File: config.mk
export PLATFORM = sky130hd
export DESIGN_NAME = bpr_ctrl
export DESIGN_NICKNAME = d
export VERILOG_FILES = /design/src/design/bpr_pkg.sv /design/src/design/bpr_ctrl.sv
export SDC_FILE = /design/constraint.sdc
export NUM_CORES = 1
export LEC_CHECK = 0
export BUFFER_PORTS_ARGS = -buffer_cell sky130_fd_sc_hd__buf_2
export CAP_MARGIN = 20
export CORE_AREA = 2 2 39 41
export DETAILED_ROUTE_END_ITERATION = 12
export DIE_AREA = 0 0 41 43
export GPL_ROUTABILITY_DRIVEN = 0
export GPL_TIMING_DRIVEN = 0
export SLEW_MARGIN = 20
export SYNTH_ARGS = -nofsm -noshare
export SYNTH_HDL_FRONTEND = slang
export SYNTH_SLANG_ARGS = --single-unit
File: constraint.sdc
create_clock -name clk -period 2.78 [get_ports clk]
set_input_delay 0.278 -clock clk [delete_from_list [all_inputs] [get_ports clk]]
set_output_delay 0.278 -clock clk [all_outputs]
set_load 0.01 [all_outputs]
File: src/design/bpr_pkg.sv
// Package for the broadcast purge ring: sizes, transaction types, status codes
// and the command/status structs between controller and datapath.
// No dependencies.
package bpr_pkg;

  localparam int RING_DEPTH    = 64;
  localparam int MAX_CONSUMERS = 16;

  localparam int PTR_W    = (RING_DEPTH > 1) ? $clog2(RING_DEPTH) : 1;
  localparam int RP_DEPTH = (MAX_CONSUMERS < 16) ? MAX_CONSUMERS : 16;
  localparam int CID_W    = (RP_DEPTH > 1) ? $clog2(RP_DEPTH) : 1;
  localparam logic [4:0] CONS_LIM = 5'(RP_DEPTH);

  typedef logic [PTR_W-1:0] ptr_t;
  typedef logic [5:0]       slot_t;
  typedef logic [4:0]       cnt_t;

  // result status codes
  localparam logic [2:0] ST_POSTED    = 3'd0;
  localparam logic [2:0] ST_FULL      = 3'd1;
  localparam logic [2:0] ST_DELIVERED = 3'd2;
  localparam logic [2:0] ST_EMPTY     = 3'd3;
  localparam logic [2:0] ST_BADCONS   = 3'd4;

  // request types
  localparam logic REQ_POST  = 1'b0;
  localparam logic REQ_DRAIN = 1'b1;

  // ring read address select
  localparam logic [1:0] RD_ACCEPT    = 2'd0;
  localparam logic [1:0] RD_NEXT_WP   = 2'd1;
  localparam logic [1:0] RD_WALK      = 2'd2;
  localparam logic [1:0] RD_WALK_NEXT = 2'd3;

  typedef struct packed {
    logic        req_type;
    logic [3:0]  consumer_id;
    logic [63:0] range_start;
    logic [63:0] range_end;
    logic [5:0]  page_shift;
    logic [23:0] region_id;
  } in_item_t;

  typedef struct packed {
    logic [2:0]  status;
    slot_t       slot_index;
    logic [63:0] out_start;
    logic [63:0] out_end;
    logic [5:0]  out_shift;
    logic [23:0] out_region;
    cnt_t        remaining;
    logic        last;
  } out_item_t;

  typedef struct packed {
    logic [63:0] start_addr;
    logic [63:0] end_addr;
    logic [5:0]  shift;
    logic [23:0] region;
  } entry_t;

  typedef struct packed {
    logic       accept;
    logic [1:0] rd_sel;
    logic       emit;
    logic [2:0] emit_kind;
    logic       post_write;
    logic       deliver;
    logic       finish;
  } cmd_t;

  typedef struct packed {
    logic slot_busy;   // slot after the write pointer still pending
    logic bad_cons;
    logic walk_at_wp;
    logic walk_last;
    logic out_ready;
  } stat_t;

  function automatic ptr_t wrap_next(ptr_t p);
    return (p == ptr_t'(RING_DEPTH - 1)) ? '0 : p + ptr_t'(1);
  endfunction

endpackage

File: src/design/bpr_ctrl.sv
// Controller state machine of the broadcast purge ring.
// Depends on bpr_pkg; drives the datapath through cmd_t and reads stat_t.
module bpr_ctrl (
  input  logic           clk,
  input  logic           rst_n,
  input  logic           in_valid,
  input  logic           in_req_type,
  output logic           in_stall,
  output bpr_pkg::cmd_t  cmd,
  input  bpr_pkg::stat_t stat
);
  import bpr_pkg::*;

  localparam logic [1:0] S_IDLE  = 2'd0;
  localparam logic [1:0] S_PCHK  = 2'd1;
  localparam logic [1:0] S_DRAIN = 2'd2;

  logic [1:0] state_r, state_nxt;

  assign in_stall = (state_r != S_IDLE);

  always_comb begin
    cmd       = '0;
    state_nxt = state_r;
    unique case (state_r)
      S_IDLE: begin
        cmd.rd_sel = RD_ACCEPT;
        if (in_valid) begin
          cmd.accept = 1'b1;
          state_nxt  = (in_req_type == REQ_DRAIN) ? S_DRAIN : S_PCHK;
        end
      end
      S_PCHK: begin
        // hold the read of the following slot's count until the result can go out
        cmd.rd_sel = RD_NEXT_WP;
        if (stat.out_ready) begin
          cmd.emit       = 1'b1;
          cmd.emit_kind  = stat.slot_busy ? ST_FULL : ST_POSTED;
          cmd.post_write = !stat.slot_busy;
          state_nxt      = S_IDLE;
        end
      end
      S_DRAIN: begin
        cmd.rd_sel = RD_WALK;
        if (stat.out_ready) begin
          cmd.emit = 1'b1;
          if (stat.bad_cons) begin
            cmd.emit_kind = ST_BADCONS;
            state_nxt     = S_IDLE;
          end else if (stat.walk_at_wp) begin
            cmd.emit_kind = ST_EMPTY;
            state_nxt     = S_IDLE;
          end else begin
            // deliver one slot and advance the walk
            cmd.emit_kind = ST_DELIVERED;
            cmd.deliver   = 1'b1;
            cmd.rd_sel    = RD_WALK_NEXT;
            if (stat.walk_last) begin
              cmd.finish = 1'b1;
              state_nxt  = S_IDLE;
            end
          end
        end
      end
      default: begin
        state_nxt = S_IDLE;
      end
    endcase
  end

  always_ff @(posedge clk) begin
    if (!rst_n) begin
      state_r <= S_IDLE;
    end else begin
      state_r <= state_nxt;
    end
  end

endmodule

# Word-level counts from Yosys, hierarchy flattened

Index checks and enable logic that the tools add are counted.

Output and inout bits: 11
Input port bits: 9
Register bits: 2
Logic and storage cells: 36

Reduce and logical (&&, ||, !) cells: 4
Eq/ne operators: 6
Multiplexer cells: 25

Operator list:

| cell                                                                   | count |
|---|---|
| 2-bit 2-to-1 mux                                                       | 11 |
| 5-bit 2-to-1 mux                                                       | 2 |
| 1-bit 2-to-1 mux                                                       | 8 |
| 4-bit case mux with 2 select lines                                     | 1 |
| 2-bit != test (second input constant)                                  | 3 |
| 2-bit case mux with 3 select lines                                     | 1 |
| 4-bit != test (second input constant)                                  | 1 |
| 2-bit case mux with 2 select lines                                     | 1 |
| 4-bit AND reduction                                                    | 1 |
| 3-bit 2-to-1 mux                                                       | 1 |
| 2-bit by 1-bit equality test with 1-bit output (second input constant) | 1 |
| 2-bit equality test (second input constant)                            | 1 |
| 2-bit logical NOT                                                      | 1 |
| 2-bit nonzero test                                                     | 1 |
| 1-bit logical NOT                                                      | 1 |

# Longest topological paths before layout

Gate-level depths: netlist (run 1).

Depth in word-level cells: 5
Depth in mapped cells: 5
Gate-level depth less buffers: 5

# Least setup slack after synthesis (run 1)

No wires, ideal clock.

Kind: register to register
From: register state_r[0]
To: register state_r[0]
Buffers on the path: 0
Setup slack: 1369 ps
Required time: 2708 ps
Arrival time: 1339 ps
Cell stages (with the launch flop): 6
Cell sequence: dfxtp_1 -> inv_1 -> ha_1 -> or4b_1 -> o221ai_2 -> mux2i_1

Word-level cells in the longest chain between the ends: 3

Ends and longest elaborated chain:

| element                                                         | RTL line       | text |
|---|---|---|
| from (decl)                                                     | bpr_ctrl.sv:18 | `logic [1:0] state_r, state_nxt;` |
| from (signal assigned)                                          | bpr_ctrl.sv:75 | `state_r <= state_nxt;` |
| 2-bit equality test (tied with other cells)                     | bpr_ctrl.sv:25 | `unique case (state_r)` |
| 4-bit != test (no line) / 2-bit != test (equally long branches) | --             |  |
| 4-bit AND reduction (no line)                                   | --             |  |

Several ways; a longest one is shown, not always the timed one.
A chain may end at the register's enable or synchronous reset.

==> impl_metrics.csv, run 1 <==
group,metric,value,unit
clock_tree,cts_buffers,3,
clock_tree,root_buffer,"clkbuf_4",
global_route,antenna_found_initial,0,
final_layout,nets,68,
floorplan,core,1380,um2
clock_tree,clock-sinks,2,
clock_tree,cts-resized-gates,0,
clock_tree,clk_pin_slew,30,ps
floorplan,ioPinCount,20,
floorplan,core.rowCount,14,
min_path,whs_endpoint,"state_r[0]",
place,dp_cells,66,
final_layout,layout_common_cells,"buf_2 (19), nand2_1 (5), ha_1 (4)",
global_route,grt_start_max_net_pins,6,
clock_tree,ctsHoldBuffers,0,
drt,drcViolationCount,0,
synth,synthMuxAreaShare,7.80,%
timing,setup_violations,0,
global_route,grt_usage,9.32,%
min_path,worstHoldStart,"in_req_type",
setup_path,crit_arrival,1400,ps
setup_path,critical_path_required,2500,ps
synth,yosysSeqAreaShare,15.6,%
setup_path,reg2reg_slack,1250,ps
place,dpl_worst_slack,1220,ps
setup_path,r2r_cells,5,
synth,synth_xor_area_share,0,%
synth,synthSimpleGateAreaFrac,42.0,%
setup_path,timing.rr.end,"state_r[1]",
synth,netlist_top_cells_area,"ha_1 (20%), dfxtp_1 (16%), mux2i_1 (7.8%)",
clock_tree,htree_levels,1,
power_and_ir_drop,leakage,0.000207,uW
min_path,holdPathStages,3,
global_route,first_global_vias,275,
drt,drt-initial-drc-count,1,
clock_tree,post_cts_buffers,0,
final_layout,layout-drive-gt1-share,47.2,%
timing,fin_ws,1110,ps
final_layout,largest_register_ff_count,2,
synth,syn_area,256,um2
synth,synthFlopType,"dfxtp_1",
floorplan,start_util,18.5,%
synth,synth_cell_types,17,
flow_run,drv_cap,0,
setup_path,critPathMaxFanout,4,
synth,synthArstFlopShare,0,%
setup_path,critPathCaptureType,"output port",
synth,synth_seq_cells,2,
final_layout,top_register,"state_r",
setup_path,reg2reg_from,"state_r[0]",
synth,yosysTopAreaCellShare,19.5,%
timing,hold_viol_final,0,
global_route,grt_pass1_wl,1080,um
synth,synth_largest_area_cell,"ha_1",
power_and_ir_drop,power.density,465,nW/um2
timing,period_minus_slack,1670,ps
final_layout,antenna_cells,0,
run_status,outcome,"finished, final reports clean",
drt,final_antenna_net_count,0,
timing,slew_headroom,85.5,%
global_route,grt-ovfl-total,0,
synth,synth_cells,31,
timing,fmax,597,MHz
synth,yosys.area_share.adder,19.5,%
setup_path,critPathLaunchType,"flip-flop",
power_and_ir_drop,peakVddDrop,0.176,mV
place,dp_hpwl,528,um
synth,synth_compound_area_share,10.7,%
final_layout,finalNonFillerCells,69,
synth,syn_nets,44,
clock_tree,clockBufferDepth,2,
drt,vias_per_cell,4.20,
setup_path,crit_path_top_delay_cell,"dfxtp_1",
setup_path,criticalPathCategory,"flip-flop to output port",
min_path,hp-class,"input pin to flip-flop",
timing,rsz0062_at_grt,"false",
final_layout,fin_util,28.5,%
setup_path,crit_path_max_incr_delay,350,ps
timing,tightest_slew,217,ps
timing,drv_slew,0,
place,io_buffer_count,19,
floorplan,die_h,43,um
floorplan,die_w,41,um
power_and_ir_drop,finalPower,183,uW
final_layout,areaGrowthSynthToFinish,53.7,%
clock_tree,insertion_delay,220,ps
final_layout,reg_top3,"state_r: 2 flops",
synth,synth-edff-count,0,
final_layout,nFillCells,160,
synth,synth_top_family_by_area,"simple AND/OR/NAND/NOR gates",
synth,syn_area_per_cell,8.27,um2
timing,fin_worst_skew,0.988,ps
floorplan,dieArea,1760,um2
drt,first_pass_iters,2,
synth,yosysWarnings,0,
timing,min_period_over_period,60.2,%
drt,vias,290,
drt,wl_per_cell,8.96,um
drt,drt_wl_total,618,um
final_layout,layout_commonest_cell,"buf_2",
timing,finalSetupTns,0,ps
setup_path,worstPathCellList,"inv_1 -> ha_1 -> nand2_1 -> nor3b_1 -> buf_2",
clock_tree,cts_tree,"done",
-- Yosys cell counts (all sizes together) (2+ instances only) --
master and n:
ha 4, inv 3, and2 2, nand3b 2
dfxtp 2, nor2 3, nand2 5, mux2i 2
-- cells by family (layout without fill, tap and decap cells) --
group | count (synthesis) | after routing
compound gates | 3 | 3
fa+ha+maj | 4 | 4
buf+inv | 3 | 25
flops | 2 | 2
mux | 2 | 2
simple gates | 17 | 17
-- worst max-delay path: cells and delay by family (launching register included) --
kind	cells	cell delay [ps]
flip-flops	1	350
adder cells (fa/ha/maj)	1	300
AND/OR/NAND/NOR	2	290
buffers and inverters	2	240
-- power by group --
| part | switching (uW) | leakage (uW) | internal, uW | total, uW |
|---|---|---|---|---|
| clock network | 16.1 | 0.0000138 | 47.6 | 63.7 |
| registers | 4.04 | 0.0000164 | 33.5 | 37.5 |
| logic | 44.3 | 0.000177 | 37.8 | 82.1 |
| total | 64.4 | 0.000207 | 119 | 183 |
-- worst max-delay path by stage --
stage | start | slack, ps | endpoint | depth (start not counted)
floorplan | state_r[0] | 1370 | state_r[0] | 5
global placement | state_r[0] | 1240 | state_r[0] | 5
detailed placement | state_r[0] | 1220 | state_r[0] | 5
CTS | state_r[0] | 1070 | cmd[4] | 5
global route | state_r[0] | 990 | cmd[4] | 5
finish | state_r[0] | 1110 | cmd[4] | 5
-- routing by layer --
metal	part of all wire, %	track usage, %	up-vias
met5	0	0	-
met4	0	6.00	0
met3	8.6	4.71	0
met2	50	12.8	10
met1	42	10.9	128
li1	-	-	152
-- final cells by class --
class	instances	area, um2	area share, %
Inverter	3	11.3	2.86
Clock buffer	3	22.5	5.71
Sequential cell	2	40.0	10.2
Timing Repair Buffer	19	95.1	24.1
Tap cell	16	20.0	5.08
Multi-Input combinational cell	26	205	52.1
-- stage by stage --
step                      area, um2  hold slack [ps]
after global routing            394              363
after global placement          372              486
after CTS                       394              345
after detailed placement        372              498
after floorplan                 256              427
final                           394              350
(Power assumes the default switching activity.)
==> inputs of run 2 (changes only) <==
- clock period: 2.78 -> 1.4 ns (I/O delays scaled with it)
==> run 2 against run 1 <==
The run now ends with setup timing left; sequential power increased by 120%; clock power increased by 96%; non-clock buffer count increased by 4.
==> impl_metrics.csv, run 2 (synthesis results as in run 1) <==
group,metric,value,unit
run_status,outcome,"complete, but fails checks",
run_status,violations,"setup timing",
drt,vias,315,
floorplan,core,1380,um2
clock_tree,root_buffer,"clkbuf_4",
global_route,first_global_vias,297,
drt,drcViolationCount,0,
power_and_ir_drop,p_comb_share,54.1,%
drt,drt-initial-drc-count,1,
clock_tree,cts_buffers,3,
timing,slew_headroom,87.3,%
timing,fin_ws,-31.3,ps
floorplan,dieArea,1760,um2
clock_tree,htree_levels,1,
clock_tree,insertion_delay,220,ps
power_and_ir_drop,clkPwrFrac,27.5,%
power_and_ir_drop,swShare,35.9,%
global_route,grt_pass1_wl,1150,um
final_layout,fin_util,36.9,%
drt,first_pass_iters,2,
final_layout,layout-drive-gt1-share,71.9,%
timing,drv_slew,0,
setup_path,timing.critical_path.buf_inv,1,
final_layout,finalNonFillerCells,73,
final_layout,antenna_cells,0,
place,dp_cells,66,
final_layout,reg_top3,"state_r: 2 flops",
power_and_ir_drop,peakVddDrop,0.396,mV
drt,final_antenna_net_count,0,
power_and_ir_drop,p_int,292,uW
drt,vias_per_cell,4.32,
final_layout,layout_commonest_cell,"buf_2",
setup_path,criticalPathCategory,"flip-flop to flip-flop",
setup_path,critical_path_required,1540,ps
timing,fmax,699,MHz
setup_path,crit_path_top_delay_cell,"or4b_4",
global_route,grt-ovfl-total,0,
setup_path,crit_arrival,1570,ps
timing,hold_viol_final,0,
setup_path,crit_path_max_incr_delay,470,ps
place,io_buffer_count,19,
power_and_ir_drop,seqPwrFrac,18.5,%
global_route,antenna_found_initial,0,
clock_tree,cts_tree,"done",
timing,rsz0062_at_grt,"true",
floorplan,start_util,18.5,%
power_and_ir_drop,leakage,0.000245,uW
final_layout,areaGrowthSynthToFinish,99.0,%
drt,drt_wl_total,700,um
clock_tree,clk_pin_slew,30,ps
setup_path,critPathLaunchType,"flip-flop",
global_route,grt_start_max_net_pins,6,
setup_path,critical_path.top_delay_family,"simple AND/OR/NAND/NOR gates",
global_route,grt_usage,9.82,%
final_layout,final_cell_area,510,um2
min_path,hp-class,"input pin to flip-flop",
drt,wl_per_cell,9.59,um
place,post_dp_cell_area,374,um2
power_and_ir_drop,finalPower,456,uW
final_layout,layout_common_cells,"buf_2 (18), nand2_1 (4), buf_4 (4)",
timing,tightest_slew,191,ps
setup_path,critPathCaptureType,"flip-flop",
floorplan,die_w,41,um
power_and_ir_drop,switchingPower,164,uW
clock_tree,ctsHoldBuffers,0,
final_layout,top_register,"state_r",
place,dp_hpwl,560,um
timing,min_period_over_period,102,%
floorplan,die_h,43,um
floorplan,core.rowCount,14,
setup_path,critPathMaxFanout,3,
power_and_ir_drop,power.density,893,nW/um2
timing,period_minus_slack,1430,ps
final_layout,nets,72,
timing,fin_worst_skew,1.56,ps
clock_tree,clock-sinks,2,
final_layout,largest_register_ff_count,2,
timing,setup_violations,3,
setup_path,worstPathCellList,"inv_4 -> ha_4 -> or4b_4 -> o221ai_4 -> mux2i_1",
flow_run,drv_cap,0,
clock_tree,clockBufferDepth,2,
timing,finalSetupTns,-49.2,ps
floorplan,ioPinCount,20,
[run 2: cell types whose count changed in the layout (fill, tap and decap cells not counted), sizes merged]
cell | before | now
buf | 19 | 23
[run 2: power groups by stage]
stage	Clock, uW	Combinational [uW]	Sequential [uW]
6_report	125	247	84.2
5_1_grt	145	277	86.1
4_1_cts	134	245	85.6
3_5_place_dp	0	168	75.9
3_3_place_gp	0	164	75.2
2_1_floorplan	0	114	73.4
[run 2: path summary, 6_finish.rpt]
check | start | cells past startpoint | endpoint | slack [ps]
worst max register to register | state_r[0] | 5 | state_r[0] | -30
worst min register to register | state_r[1] | 2 | state_r[1] | 530
worst max-delay path | state_r[0] | 5 | state_r[0] | -30
worst min-delay path | in_req_type | 3 | state_r[1] | 200
[run 2: layer usage]
metal  up-vias  GRT usage [%]  share of wire [%]
li1        162              -                  -
met1       143           10.2                 37
met2        10           15.9                 55
met3         0           4.71                8.3
met4         0           4.00                  0
met5         -              0                  0
[run 2: tightest hold or removal path, stage by stage]
cell	delay, ps
buf_2	100
nand3_1	70
mux2i_1	60
[run 2: area by class of cell]
cell class | instances | area (um2)
Fill cell | 145 | 873
Multi-Input combinational cell | 26 | 275
Timing Repair Buffer | 23 | 131
Sequential cell | 2 | 45.0
Clock buffer | 3 | 22.5
Tap cell | 16 | 20.0
Inverter | 3 | 16.3
[run 2: what timing repair did]
item,in CTS,in global routing
buffers inserted,4,0
endpoints found under the setup margin,8,9
pin swaps,4,4
gates resized for setup,16,3
[run 2: metrics by stage]
stage / hold WS (ps) / worst slack (ps)
5_1_grt: 220 / -92.5
2_1_floorplan: 289 / 0.169
3_5_place_dp: 442 / -174
4_1_cts: 193 / -35.8
3_3_place_gp: 437 / -110
6_report: 202 / -31.3
==> inputs of run 3 (changes only) <==
- BUFFER_PORTS_ARGS: -buffer_cell sky130_fd_sc_hd__buf_2 -> -buffer_cell sky130_fd_sc_hd__buf_4
==> run 3 against run 2 <==
The run still ends with setup timing left; final cell count fell by 1.4%; core utilization rose by 4.2 points; power rose by 7.2%; register-to-register slack barely moved; design area rose by 11%; sequential share of layout area fell by 0.89 points; routed wire length rose by 13%; hold slack got worse by 6.1 ps; first-iteration DRC count did not move; combinational power rose by 10%; die area did not move; largest power group unchanged.
==> impl_metrics.csv, run 3 (synthesis results as in run 1) <==
group,metric,value,unit
run_status,outcome,"complete, but fails checks",
run_status,violations,"setup timing",
final_layout,fin_util,41.0,%
clock_tree,ctsHoldBuffers,0,
setup_path,crit_path_max_incr_delay,390,ps
floorplan,dieArea,1760,um2
timing,drv_slew,0,
global_route,first_global_vias,295,
timing,min_period_over_period,103,%
drt,drt-initial-drc-count,1,
timing,setup_violations,5,
timing,tightest_slew,194,ps
final_layout,nets,71,
global_route,grt_start_max_net_pins,6,
final_layout,reg_top3,"state_r: 2 flops",
global_route,gr-usage-met3,4.71,%
floorplan,core.rowCount,14,
global_route,grt_usage,10.9,%
timing,fin_worst_skew,5.19,ps
setup_path,cp-startpoint,"state_r[1]",
drt,vias_per_cell,4.26,
setup_path,worstPathCellList,"inv_4 -> ha_4 -> nand2_4 -> nor3b_2 -> buf_4",
timing,hold_viol_final,0,
setup_path,reg2reg_from,"state_r[1]",
final_layout,layout_commonest_cell,"buf_4",
final_layout,layout_common_cells,"buf_4 (19), nand2_1 (4), ha_4 (4)",
setup_path,critPathLaunchType,"flip-flop",
floorplan,die_w,41,um
power_and_ir_drop,peakVddDrop,0.406,mV
setup_path,crit_path_top_delay_cell,"dfxtp_4",
timing,fin_ws,-43.6,ps
final_layout,top_register,"state_r",
drt,final_antenna_net_count,0,
clock_tree,clk_pin_slew,30,ps
clock_tree,cts_buffers,3,
power_and_ir_drop,leakage,0.000250,uW
setup_path,critPathMaxFanout,4,
global_route,grt_pass1_wl,1240,um
global_route,busiest_layer,"met2",
final_layout,areaGrowthSynthToFinish,121,%
setup_path,critical_path_required,1260,ps
min_path,worstHoldStart,"in_req_type",
setup_path,critPathCaptureType,"output port",
setup_path,crit_arrival,1300,ps
drt,first_pass_iters,2,
timing,finalSetupTns,-143,ps
global_route,antenna_found_initial,0,
min_path,hp-class,"input pin to flip-flop",
flow_run,drv_cap,0,
power_and_ir_drop,power.density,861,nW/um2
global_route,met2_usage,17.8,%
clock_tree,root_buffer,"clkbuf_4",
final_layout,largest_register_ff_count,2,
clock_tree,htree_levels,1,
setup_path,criticalPathCategory,"flip-flop to output port",
final_layout,layout-drive-gt1-share,73.2,%
clock_tree,cts_tree,"done",
floorplan,start_util,18.5,%
global_route,use_met1,10.9,%
timing,slew_headroom,87.0,%
final_layout,nFillCells,140,
timing,period_minus_slack,1440,ps
clock_tree,clockBufferDepth,2,
drt,drcViolationCount,0,
drt,drt_wl_total,792,um
floorplan,ioPinCount,20,
timing,fmax,693,MHz
floorplan,die_h,43,um
timing,rsz0062_at_grt,"true",
drt,wl_per_cell,11.0,um
global_route,grt-ovfl-total,0,
drt,vias,307,
clock_tree,insertion_delay,230,ps
place,io_buffer_count,19,
final_layout,antenna_cells,0,
floorplan,core,1380,um2
clock_tree,clock-sinks,2,
run 3: cell types whose count changed in the layout (fill, tap and decap cells not counted):
cell | before | now
buf_6 | 1 | 3
buf_2 | 18 | 0
ha_2 | 1 | 0
nor2_1 | 2 | 1
nor2_2 | 1 | 2
ha_4 | 3 | 4
buf_4 | 4 | 19
run 3: final cells by class:
cell class              count  area, um2  share of cell area [%]
well taps                  16       20.0                    3.52
repair buffers             22        176                    31.1
clock buffers               3       22.5                    3.96
inverters                   3       16.3                    2.86
flip-flops and latches      2       45.0                    7.93
multi-input cells          26        288                    50.7
run 3: final timing paths:
kind	to	cells past startpoint	slack, ps
worst max register to register	state_r[0]	4	-30
worst min-delay path	state_r[0]	3	200
worst min register to register	state_r[1]	2	550
worst max-delay path	cmd[4]	5	-40
run 3: metal layers:
metal	routed length (um)	vias to the layer above
li1	-	158
met1	296	139
met2	441	10
met3	53	0
met4	0	0
met5	0	-
run 3: critical path, delay by kind of cell, from the launching register on:
family	cells	cell delay, ps
and+or+nand+nor	2	210
buffers and inverters	2	200
adders and majority gates	1	270
DFF	1	390
run 3: timing repair:
action,CTS,global route
buffers inserted,2,1
endpoints found under the hold margin,0,0
setup endpoints to repair,8,10
resized for setup,18,5
pin swaps,4,4
run 3: report_power, final:
part	total [uW]	leakage [uW]	switching [uW]	internal, uW
Sequential	86.0	0.0000175	17.0	69.1
Clock	131	0.0000138	36.0	94.9
Combinational	272	0.000219	124	148
run 3: stage by stage:
| step | area (um2) | power (uW) | instances | setup slack (ps) | hold WS [ps] |
|---|---|---|---|---|---|
| floorplan | 259 | 187 | 31 | 0.169 | 289 |
| global placement | 422 | 261 | 66 | -104 | 438 |
| detailed placement | 422 | 264 | 66 | -129 | 439 |
| CTS | 531 | 468 | 71 | -47.4 | 182 |
| global route | 568 | 535 | 72 | -93.9 | 212 |
| finish | 568 | 489 | 72 | -43.6 | 196 |
